`config.mk`:
```
export PLATFORM = sky130hd
export DESIGN_NAME = tst_cell
export DESIGN_NICKNAME = d
export VERILOG_FILES = /design/src/rtl/tst_pkg.sv /design/src/rtl/tst_cell.sv
export SDC_FILE = /design/constraint.sdc
export NUM_CORES = 1
export LEC_CHECK = 0
export BUFFER_PORTS_ARGS = -buffer_cell sky130_fd_sc_hd__buf_2
export CORE_AREA = 2 2 220 222
export DETAILED_ROUTE_END_ITERATION = 12
export DIE_AREA = 0 0 222 224
export GPL_TIMING_DRIVEN = 0
export PLACE_DENSITY = 0.48
export SYNTH_ARGS = -nofsm -noshare
export SYNTH_HDL_FRONTEND = slang
export SYNTH_SLANG_ARGS = --single-unit
```
`constraint.sdc`:
```
create_clock -name clock -period 39.6 [get_ports clock]
set_input_delay 1.98 -clock clock [delete_from_list [all_inputs] [get_ports clock]]
set_output_delay 1.98 -clock clock [all_outputs]
set_load 0.01 [all_outputs]
```
`src/rtl/tst_pkg.sv`:
```
`timescale 1ns / 1ps
// tst_pkg: shared types and constants of the tunnel session table
// used by tst_cell and tunnel_session_table, depends on nothing
package tst_pkg;

   localparam logic [1:0] OP_ESTABLISH = 2'd0;
   localparam logic [1:0] OP_UPLINK    = 2'd1;
   localparam logic [1:0] OP_DOWNLINK  = 2'd2;

   localparam logic [1:0] STATUS_OK   = 2'd0;
   localparam logic [1:0] STATUS_FULL = 2'd1;
   localparam logic [1:0] STATUS_MISS = 2'd2;

   localparam logic [31:0] FIRST_TUNNEL_ID = 32'd20000;

   // request keys, broadcast to every cell while a scan runs
   typedef struct packed {
      logic [1:0]  opcode;
      logic [49:0] subscriber;
      logic [7:0]  session;
      logic [31:0] address;
      logic [31:0] tunnel;
   } req_key_type;

   // one stored session context, also the write bus payload
   typedef struct packed {
      logic [49:0] subscriber;
      logic [7:0]  session;
      logic [31:0] address;
      logic [31:0] peer_id;
      logic [31:0] local_id;
   } entry_type;

   // running scan result handed from cell to cell
   typedef struct packed {
      logic        hit;
      logic        has_free;
      logic [49:0] subscriber;
      logic [7:0]  session;
      logic [31:0] local_id;
      logic [31:0] peer_id;
   } scan_type;

endpackage

```
`src/rtl/tst_cell.sv`:
```
`timescale 1ns / 1ps
// tst_cell: one slot of the session table plus one stage of the scan chain
// depends on tst_pkg
module tst_cell
   import tst_pkg::*;
#(
   parameter int SLOT_W = 6,
   parameter int SLOT   = 0
) (
   input  logic              clock,
   input  logic              reset,
   input  req_key_type       key_i,
   input  logic              tok_in,
   input  scan_type          carry_in,
   input  logic [SLOT_W-1:0] hit_idx_in,
   input  logic [SLOT_W-1:0] free_idx_in,
   input  logic              wr_en,
   input  logic [SLOT_W-1:0] wr_slot,
   input  entry_type         wr_data,
   output logic              tok_out,
   output scan_type          carry_out,
   output logic [SLOT_W-1:0] hit_idx_out,
   output logic [SLOT_W-1:0] free_idx_out
);

   localparam logic [SLOT_W-1:0] MY_SLOT = SLOT_W'(SLOT);

   logic              valid_ff;
   entry_type         entry_ff;
   logic              tok_ff;
   scan_type          carry_ff;
   scan_type          carry_in_next;
   logic [SLOT_W-1:0] hit_idx_ff;
   logic [SLOT_W-1:0] hit_idx_in_next;
   logic [SLOT_W-1:0] free_idx_ff;
   logic [SLOT_W-1:0] free_idx_in_next;
   logic              match;

   always_comb begin
      case (key_i.opcode)
         OP_ESTABLISH: match = (entry_ff.subscriber == key_i.subscriber) &&
                               (entry_ff.session == key_i.session);
         OP_UPLINK:    match = (entry_ff.local_id == key_i.tunnel);
         OP_DOWNLINK:  match = (entry_ff.address == key_i.address);
         default:      match = 1'b0;
      endcase
      match = match && valid_ff;
   end

   // first match and first free slot win, later cells pass them on
   always_comb begin
      carry_in_next    = carry_in;
      hit_idx_in_next  = hit_idx_in;
      free_idx_in_next = free_idx_in;
      if (!carry_in.hit && match) begin
         carry_in_next.hit        = 1'b1;
         carry_in_next.subscriber = entry_ff.subscriber;
         carry_in_next.session    = entry_ff.session;
         carry_in_next.local_id   = entry_ff.local_id;
         carry_in_next.peer_id    = entry_ff.peer_id;
         hit_idx_in_next          = MY_SLOT;
      end
      if (!carry_in.has_free && !valid_ff) begin
         carry_in_next.has_free = 1'b1;
         free_idx_in_next       = MY_SLOT;
      end
   end

   always_ff @(posedge clock) begin
      if (reset) begin
         valid_ff <= 1'b0;
         tok_ff   <= 1'b0;
      end else begin
         tok_ff <= tok_in;
         if (wr_en && (wr_slot == MY_SLOT)) begin
            valid_ff <= 1'b1;
         end
      end
   end

   always_ff @(posedge clock) begin
      if (wr_en && (wr_slot == MY_SLOT)) begin
         entry_ff <= wr_data;
      end
      if (tok_in) begin
         carry_ff    <= carry_in_next;
         hit_idx_ff  <= hit_idx_in_next;
         free_idx_ff <= free_idx_in_next;
      end
   end

   assign tok_out      = tok_ff;
   assign carry_out    = carry_ff;
   assign hit_idx_out  = hit_idx_ff;
   assign free_idx_out = free_idx_ff;

endmodule
```
==> metrics.log, run 1 <==
INFO  metric reg2regPathDepth = 9
INFO  metric multi_input_comb_area = around 0.0033 mm2
INFO  metric critPathCaptureType = flop
INFO  metric holdPathEnd = carry_out[1]
INFO  metric total_routing_usage_gr = 15.6%
INFO  metric tns = 0 ns
INFO  metric grt_pass1_vias = between 8000 and 9000
INFO  metric cts-buffers-inserted = 35
INFO  metric yosys_most_used_dff = sky130_fd_sc_hd__edfxtp_1
INFO  metric cp_common_cell = sky130_fd_sc_hd__buf_4
INFO  metric finalWorstPathRequiredPeriod = around 4.7 ns
INFO  metric layout-drive-gt1-share = 59.6%
INFO  metric postCtsResizedCells = 0
INFO  metric i_o_pin_count = 561
INFO  metric cts_num_sinks = 292
INFO  metric setup.worst_path.class = in2reg
INFO  metric crit_path_top_delay_cell = sky130_fd_sc_hd__or4b_2
INFO  metric number_of_filler_instances_in_the_final_layout = approximately 4600
INFO  metric ff_latch_area = between 0.008 and 0.009 mm2
INFO  metric synth_seq_cells = 292
INFO  metric synth_common_cells = 290 x sky130_fd_sc_hd__edfxtp_1, 110 x sky130_fd_sc_hd__mux2_4, 56 x sky130_fd_sc_hd__xor2_1
INFO  metric synth_async_sr_flop_share = 0%
INFO  metric worst_path_dominant_cell_family = buffers and inverters
INFO  metric netlist_area = between 0.01 and 0.015 mm2
INFO  metric holdPathStages = 1
INFO  metric crit_path_cell_trace = buf_2 > or4b_2 > nor4_2 > buf_4 > buf_4 > buf_4 > buf_6 > buf_6 > buf_6 > buf_4 > buf_4 > buf_4
INFO  metric syn-mean-instance-area = 19.6 um2
INFO  metric synth_area_leaders = sky130_fd_sc_hd__edfxtp_1 71%, sky130_fd_sc_hd__mux2_4 13%, sky130_fd_sc_hd__xor2_1 4.0%, sky130_fd_sc_hd__xnor2_1 3.9%, sky130_fd_sc_hd__buf_12 1.6%
INFO  metric finalPower = 0.725 mW
INFO  metric finalHoldViolCount = 0
INFO  metric ys.warnings.count = 0
INFO  metric firstDrtPassIters = 4
INFO  metric synth_cell_types = 33
INFO  metric critPathBufInv = 10
INFO  metric crit-reg2reg-launch = entry_ff[127]
INFO  metric drt-initial-drc-count = 296
INFO  metric maximum_fanout_count_along_the_critical_path = 8
INFO  metric min-delay-path-class = reg2reg
INFO  metric overflow = 0
INFO  metric timing_worst_slew_pin_value = approximately 0.77 ns
INFO  metric cpPeakStageDelay = a little under 0.7 ns
INFO  metric die_area = roughly 0.05 mm2
INFO  metric core = about 0.047 mm2
INFO  metric post_cts_setup_buffer_count = 0
INFO  metric regToRegSetupSlack = 36.31 ns
INFO  metric post-synth-top-area-cell = sky130_fd_sc_hd__edfxtp_1
INFO  metric cellLeakagePower = between 7 and 8 nW
INFO  metric row_count = 80
INFO  metric groute.layer.met2.usage = between 20% and 30%
INFO  metric design.final.nets = between 1500 and 2000
INFO  metric drc_errors = 0
INFO  metric detailroute.via_count = 7796
INFO  metric use_met3 = 6.60%
INFO  metric worst-endpoint-required = 39.83 ns
INFO  metric holdCritStartpoint = entry_ff[33]
INFO  metric dieHeight = 224 um
INFO  metric vdd_drop_max = roughly 37 uV
INFO  metric synth_top_cell_area_share = slightly above 70%
INFO  metric synthMostInstantiatedCell = sky130_fd_sc_hd__edfxtp_1
INFO  metric critPathLaunchType = primary input
INFO  metric synth.net_count = approximately 1100
INFO  metric grt_antenna_before_repair = 10
INFO  metric critical_path_at = between 4 and 5 ns
INFO  metric root_buffer = sky130_fd_sc_hd__clkbuf_16
INFO  metric number_of_hold_repair_buffers_added_at_the_cts_stage = 0
INFO  metric drv_cap = 0
INFO  metric post_drt_antenna_nets = 0
INFO  metric clk_latency = ~0.53 ns
INFO  metric worst_clock_skew = roughly 0.012 ns
INFO  metric worst_setup_hold_path_clk_slew = around 0.06 ns
INFO  metric initial_core_util = around a quarter
INFO  metric max_clock_freq = roughly 0.21 GHz
INFO  metric die_w = between 200 and 250 um
INFO  metric ctsHtreeMaxLevel = 2
INFO  metric area_growth = 39.4%
INFO  metric power-per-cell-area = 42.1 mW/mm2
INFO  metric ctsLongestPathBuffers = 3
INFO  metric worst_slew_margin_rel = between 40% and 50%
INFO  metric seq_area_frac_synth = between 70% and 80%
INFO  metric routabilityCongestion = between 0.8 and 0.9
INFO  metric wire_per_inst = about 21 um
INFO  metric grt.busiest_layer = met2
INFO  metric post_drt_via_cell_ratio = roughly 4.1
INFO  metric post_detailed_routing_wire_length = roughly 40000 um
INFO  metric grt_util_met1 = between 10% and 20%
INFO  metric outcome = finished, final reports clean
INFO  metric drv_slew = 0
INFO  metric setup_repair_after_global_routing_missed_its_margin = no
INFO  metric port-buffer-count = between 500 and 600
INFO  metric synth-edff-count = a little under 300
INFO  metric netlist_instances = between 600 and 700
INFO  metric worstReg2RegEnd = carry_out[92]
INFO  metric timing.final.crit_share = approximately an eighth
INFO  metric setup-violations-final = 0
INFO  metric grt_start_max_net_pins = 85
INFO  metric cts_tree = built
INFO  metric grt_pass1_wl = 56000 um
INFO  metric post-dp-hpwl = about 32000 um
power breakdown:
group | switching (mW) | total [mW] | leakage [nW] | internal, mW
combinational | 0.0283 | 0.0624 | 4.10 | 0.0341
clock | 0.125 | 0.306 | 0.511 | 0.181
sequential | 0.00314 | 0.357 | 2.73 | 0.354
total | 0.157 | 0.725 | 7.35 | 0.568
layer usage:
metal	up-vias	routed length [um]
met5	-	74
met4	12	828
met3	58	3770
met2	368	20400
met1	3686	14600
li1	3672	-
worst max-delay path by stage:
stage                         end       start  depth (start not counted)  slack, ns
finish              entry_ff[104]  wr_slot[2]                         12      34.90
global route        entry_ff[104]  wr_slot[2]                         12      34.68
CTS                 entry_ff[104]  wr_slot[2]                         12      34.85
detailed placement  entry_ff[104]  wr_slot[2]                         12      34.27
global placement    entry_ff[120]  wr_slot[2]                          3      11.55
floorplan             entry_ff[0]  wr_slot[2]                          2      21.33
sequential cells by signal, indices dropped and copies added, names as in the netlist:
| signal | flops |
|---|---|
| tok_out | 1 |
| valid_ff | 1 |
| carry_out | 124 |
| entry_ff | 154 |
| hit_idx_out | 6 |
| free_idx_out | 6 |
stage by stage:
step	utilization, %	instances	instance area [um2]	worst slack, ns	hold WS [ns]
floorplan	-	631	12300	21.33	0.492
global placement	33.6	1806	15900	11.55	0.502
detailed placement	34.1	1830	16100	34.27	0.518
CTS	36.3	1885	17200	34.85	0.530
global route	36.3	1887	17200	34.68	0.539
finish	36.3	1889	17200	34.90	0.522
cell usage in the layout, fill, tap and decap left out, types with 4 or more instances in the layout:
cell,count
sky130_fd_sc_hd__clkbuf_1,4
sky130_fd_sc_hd__xor2_1,56
sky130_fd_sc_hd__buf_12,10
sky130_fd_sc_hd__edfxtp_1,290
sky130_fd_sc_hd__clkbuf_16,37
sky130_fd_sc_hd__buf_2,559
sky130_fd_sc_hd__nor2_1,4
sky130_fd_sc_hd__buf_6,9
sky130_fd_sc_hd__mux2_4,110
sky130_fd_sc_hd__nand4_1,17
sky130_fd_sc_hd__xnor2_1,55
sky130_fd_sc_hd__mux2_1,12
sky130_fd_sc_hd__diode_2,4
sky130_fd_sc_hd__nor4_1,13
sky130_fd_sc_hd__clkinv_1,10
sky130_fd_sc_hd__nand3_1,5
sky130_fd_sc_hd__inv_1,9
sky130_fd_sc_hd__nor2b_1,8
sky130_fd_sc_hd__buf_4,19
sky130_fd_sc_hd__and2_1,6
sky130_fd_sc_hd__nand2b_1,9
worst register-to-register path, stage by stage, from the launching register on:
cell                       delay (ns)
sky130_fd_sc_hd__edfxtp_1        0.40
sky130_fd_sc_hd__xor2_1          0.17
sky130_fd_sc_hd__nor4_2          0.31
sky130_fd_sc_hd__nand4_1         0.24
sky130_fd_sc_hd__or4_1           0.66
sky130_fd_sc_hd__nor3_2          0.34
sky130_fd_sc_hd__o211ai_2        0.16
sky130_fd_sc_hd__buf_6           0.24
sky130_fd_sc_hd__buf_12          0.20
sky130_fd_sc_hd__mux2_4          0.32
layout make-up:
class | count | area share [%]
clock buffer | 41 | 5.47
antenna | 4 | 0.0582
clock inverter | 14 | 0.669
multi-input combinational | 315 | 19.3
inverter | 10 | 0.218
timing repair buffer | 584 | 17.6
tap | 615 | 4.47
buffer | 14 | 1.43
sequential | 292 | 50.8
logic make-up after synthesis:
kind of cell | after synthesis | share of synthesized area [%]
muxes | 122 | 14.5
xor gates and xnor gates | 111 | 7.88
and+or+nand+nor | 72 | 3.70
DFF | 292 | 70.9
buffers and inverters | 24 | 2.29
AOI/OAI and AO/OA | 10 | 0.770
Note: power is estimated with default switching activity, not from simulation.
==> run 2, diff against run 1 <==
Settings changed: ABC_AREA set to 1, CORE_AREA 2 2 220 222 to 2 2 216 218, DIE_AREA 0 0 222 224 to 0 0 218 220, PLACE_DENSITY 0.48 to 0.5.
Clock period 39.6 ns to 4.5 ns, I/O delays scaled along.
==> run 2 against run 1 <==
Critical path depth up 1. Utilization up 8.2 points. Non-clock buffer count up 300. Power rose to 9.2 times the previous value. Largest cell class unchanged. Worst setup slack worse by 33 ns. Count of clock-buffer cells in the layout up 6.
==> metrics.log, run 2 <==
INFO  metric dieHeight = 220 um (-1.8%)
INFO  metric port-buffer-count = 560 (unchanged)
INFO  metric critPathLaunchType = flop
INFO  metric post_drt_via_cell_ratio = 4.20 (+1.8%)
INFO  metric post_cts_setup_buffer_count = 0 (unchanged)
INFO  metric critical_path_at = 2.98 ns (-1.96 ns)
INFO  metric seq_area_frac_synth = 69.1% (-1.8 points)
INFO  metric netlist_instances = 1172 (+86%)
INFO  metric mostFrequentLayoutCell = sky130_fd_sc_hd__buf_2
INFO  metric post_detailed_routing_wire_length = 45400 um (+15%)
INFO  metric total_routing_usage_gr = 18.2% (+2.6 points)
INFO  metric die_w = 218 um (-1.8%)
INFO  metric crit_path_top_delay_cell = sky130_fd_sc_hd__edfxtp_1
INFO  metric grt_pass1_wl = 65500 um (+17%)
INFO  metric routabilityCongestion = 0.840 (+4.5%)
INFO  metric layout_common_cells = 570 x sky130_fd_sc_hd__buf_2, 413 x sky130_fd_sc_hd__nand2_1, 290 x sky130_fd_sc_hd__edfxtp_1, 284 x sky130_fd_sc_hd__dlygate4sd3_1, 127 x sky130_fd_sc_hd__nand3_1
INFO  metric drt-initial-drc-count = 528 (+78%)
INFO  metric grt_start_max_net_pins = 84 (-1.2%)
INFO  metric post_drt_antenna_nets = 0 (unchanged)
INFO  metric synth_seq_cells = 292 (unchanged)
INFO  metric cellLeakagePower = 9.30 nW (+27%)
INFO  metric post-dp-hpwl = 34100 um (+6.9%)
INFO  metric cts_num_sinks = 292 (unchanged)
INFO  metric power-per-cell-area = 328 mW/mm2 (+680%)
INFO  metric core = 0.0459 mm2 (-3.1%)
INFO  metric synth_area_leaders = sky130_fd_sc_hd__edfxtp_1 69%, sky130_fd_sc_hd__nand2_1 12%, sky130_fd_sc_hd__nand3_1 5.0%, sky130_fd_sc_hd__inv_1 3.3%, sky130_fd_sc_hd__xnor2_1 3.3%
INFO  metric post-synth-top-area-cell = sky130_fd_sc_hd__edfxtp_1
INFO  metric synth.net_count = 1596 (+51%)
INFO  metric grt_antenna_before_repair = 12 (+2)
INFO  metric initial_core_util = 27.6% (+1.5 points)
INFO  metric clk_latency = 0.55 ns (+0.02 ns)
INFO  metric largest_family_of_logic_cells_by_synthesized_area = simple AND/OR/NAND/NOR gates
INFO  metric drv_cap = 0 (unchanged)
INFO  metric i_o_pin_count = 561 (unchanged)
INFO  metric setup_repair_after_global_routing_missed_its_margin = no
INFO  metric setup.worst_path.class = reg2reg
INFO  metric detailroute.via_count = 11400 (+46%)
INFO  metric synth_top_cell_area_share = 68.8% (-1.8 points)
INFO  metric layout-drive-gt1-share = 31.2% (-28 points)
INFO  metric die_area = 0.0480 mm2 (-3.6%)
INFO  metric synth_async_sr_flop_share = 0% (unchanged)
INFO  metric worst_path_dominant_cell_family = simple AND/OR/NAND/NOR gates
INFO  metric min-delay-path-class = in2reg
INFO  metric finalWorstPathRequiredPeriod = between 2 and 3 ns
INFO  metric yosys.area_share.xor_xnor = 4.43% (-3.4 points)
INFO  metric registers.top_by_ff_count = entry_ff
INFO  metric netlist_area = 0.0127 mm2 (+2.6%)
INFO  metric worst-endpoint-required = 4.79 ns (-35.04 ns)
INFO  metric cp_common_cell = sky130_fd_sc_hd__nand2_1
INFO  metric setup-violations-final = 0 (unchanged)
INFO  metric firstDrtPassIters = 5 (+1)
INFO  metric synth_common_cells = 413 x sky130_fd_sc_hd__nand2_1, 290 x sky130_fd_sc_hd__edfxtp_1, 127 x sky130_fd_sc_hd__nand3_1
INFO  metric cts_tree = built
INFO  metric maximum_fanout_count_along_the_critical_path = 10 (+2)
INFO  metric critPathCaptureType = flop
INFO  metric root_buffer = sky130_fd_sc_hd__clkbuf_16
INFO  metric drc_errors = 0 (unchanged)
INFO  metric final.setup.worst_slack = 1.82 ns (-33.08 ns)
INFO  metric ctsLongestPathBuffers = 3 (unchanged)
INFO  metric vdd_drop_max = 292 uV (+700%)
INFO  metric place_worst_setup_slack = 1.67 ns (-32.60 ns)
INFO  metric finalPower = 6.69 mW (+820%)
INFO  metric area_growth = 61.2%
INFO  metric finalHoldViolCount = 0 (unchanged)
INFO  metric worst_clock_skew = 0.0154 ns (+0.00362 ns)
INFO  metric ff_latch_area = 0.00875 mm2 (unchanged)
INFO  metric synth_cell_types = 20 (-39%)
INFO  metric synthMostInstantiatedCell = sky130_fd_sc_hd__nand2_1
INFO  metric row_count = 79 (-1.3%)
INFO  metric number_of_filler_instances_in_the_final_layout = 4394 (-5.2%)
INFO  metric wire_per_inst = 16.8 um (-20%)
INFO  metric drv_slew = 0 (unchanged)
INFO  metric worst_setup_hold_path_clk_slew = 0.06 ns (about the same)
INFO  metric critPathBufInv = 2 (-8)
INFO  metric synth_fa_ha_area_share = 0% (unchanged)
INFO  metric syn-mean-instance-area = 10.8 um2 (-45%)
INFO  metric overflow = 0 (unchanged)
INFO  metric worst_slew_margin_rel = 43.5% (-4.8 points)
INFO  metric synth-compound-area-share = 0.356% (-0.41 points)
INFO  metric synth-edff-count = 290 (unchanged)
INFO  metric share_of_cell_area_taken_by_muxes_after_synthesis = 0% (-14 points)
INFO  metric timing_worst_slew_pin_value = 0.848 ns (+0.0819 ns)
INFO  metric grt_pass1_vias = 11700 (+39%)
INFO  metric yosys_most_used_dff = sky130_fd_sc_hd__edfxtp_1
INFO  metric largest_register_ff_count = 154 (unchanged)
INFO  metric multi_input_comb_area = 0.00330 mm2 (-0.53%)
INFO  metric cpPeakStageDelay = 0.43 ns (-0.25 ns)
INFO  metric outcome = finished, final reports clean
INFO  metric ys.warnings.count = 0 (unchanged)
INFO  metric crit_path_cell_trace = xnor2_1 > nand2_1 > nor2_1 > nand2_1 > nor2_1 > nand3_1 > nand2_1 > inv_1 > nand2_1 > nand2_2 > clkbuf_1 > nand2_1 > nand2_1
INFO  metric timing.final.crit_share = between 50 and 60%
INFO  metric post_synth_and_or_nand_nor_area_fraction = 21.1% (+17 points)
INFO  metric design.final.nets = 2492 (+49%)
INFO  metric cts-buffers-inserted = 37 (+5.7%)
INFO  metric max_clock_freq = 0.373 GHz
INFO  metric ctsHtreeMaxLevel = 2 (unchanged)
run 2: metal layers:
metal / share of wire [%] / routed length (um) / global-route usage [%]
met2: 50 / 22700 / 32.0
met3: 7.5 / 3390 / 5.36
met5: 0.16 / 73 / 0
met1: 39 / 17600 / 20.6
met4: 3.6 / 1630 / 7.71
run 2: logic make-up after synthesis:
logic type / count (synthesis)
AND/OR/NAND/NOR: 657
flip-flops: 292
buffers and inverters: 153
XOR/XNOR: 64
AO/OA/AOI/OAI: 6
run 2: path summary, 6_finish.rpt:
check | start | to | slack [ns] | cells after the start
worst max-delay path | entry_ff[74] | carry_out[47] | 1.82 | 13
worst min register to register | valid_ff | valid_ff | 0.49 | 2
worst min-delay path | hit_idx_in[5] | hit_idx_out[5] | 0.04 | 2
worst max register to register | entry_ff[74] | carry_out[47] | 1.82 | 13
run 2: cell type report:
cell class	count	area share (%)
sequential	292	42.9
timing repair buffer	857	28.6
multi-input combinational	727	16.2
clock buffer	47	4.93
tap	607	3.72
inverter	112	2.06
buffer	41	1.04
clock inverter	19	0.588
antenna	6	0.0736
run 2: stage by stage:
stage | area (um2) | std cells | util [%] | setup TNS (ns) | hold slack, ns
final | 20400 | 2708 | 44.5 | 0 | 0.0414
after global placement | 16200 | 2339 | 35.4 | -631.24 | 0.402
after detailed placement | 16400 | 2352 | 35.8 | 0 | 0.403
after CTS | 20400 | 2702 | 44.5 | 0 | 0.0157
after global routing | 20400 | 2708 | 44.5 | 0 | 0.0229
after floorplan | 12700 | 1172 | - | -193.41 | 0.292
run 2: worst reg2reg max path, delay by kind of cell, from the launching register on:
| kind | cells | cell delay (ns) |
|---|---|---|
| flops | 1 | 0.43 |
| simple gates | 10 | 1.37 |
| buf+inv | 2 | 0.46 |
| xor+xnor | 1 | 0.15 |
run 2: timing repair:
item                      CTS  global route
hold buffers              284             0
resized for setup           0             0
hold endpoints to repair  285             0
run 2: power by group:
part / internal (mW) / switching, mW
registers: 3.11 / 0.0285
clock network: 1.64 / 1.17
logic: 0.419 / 0.322
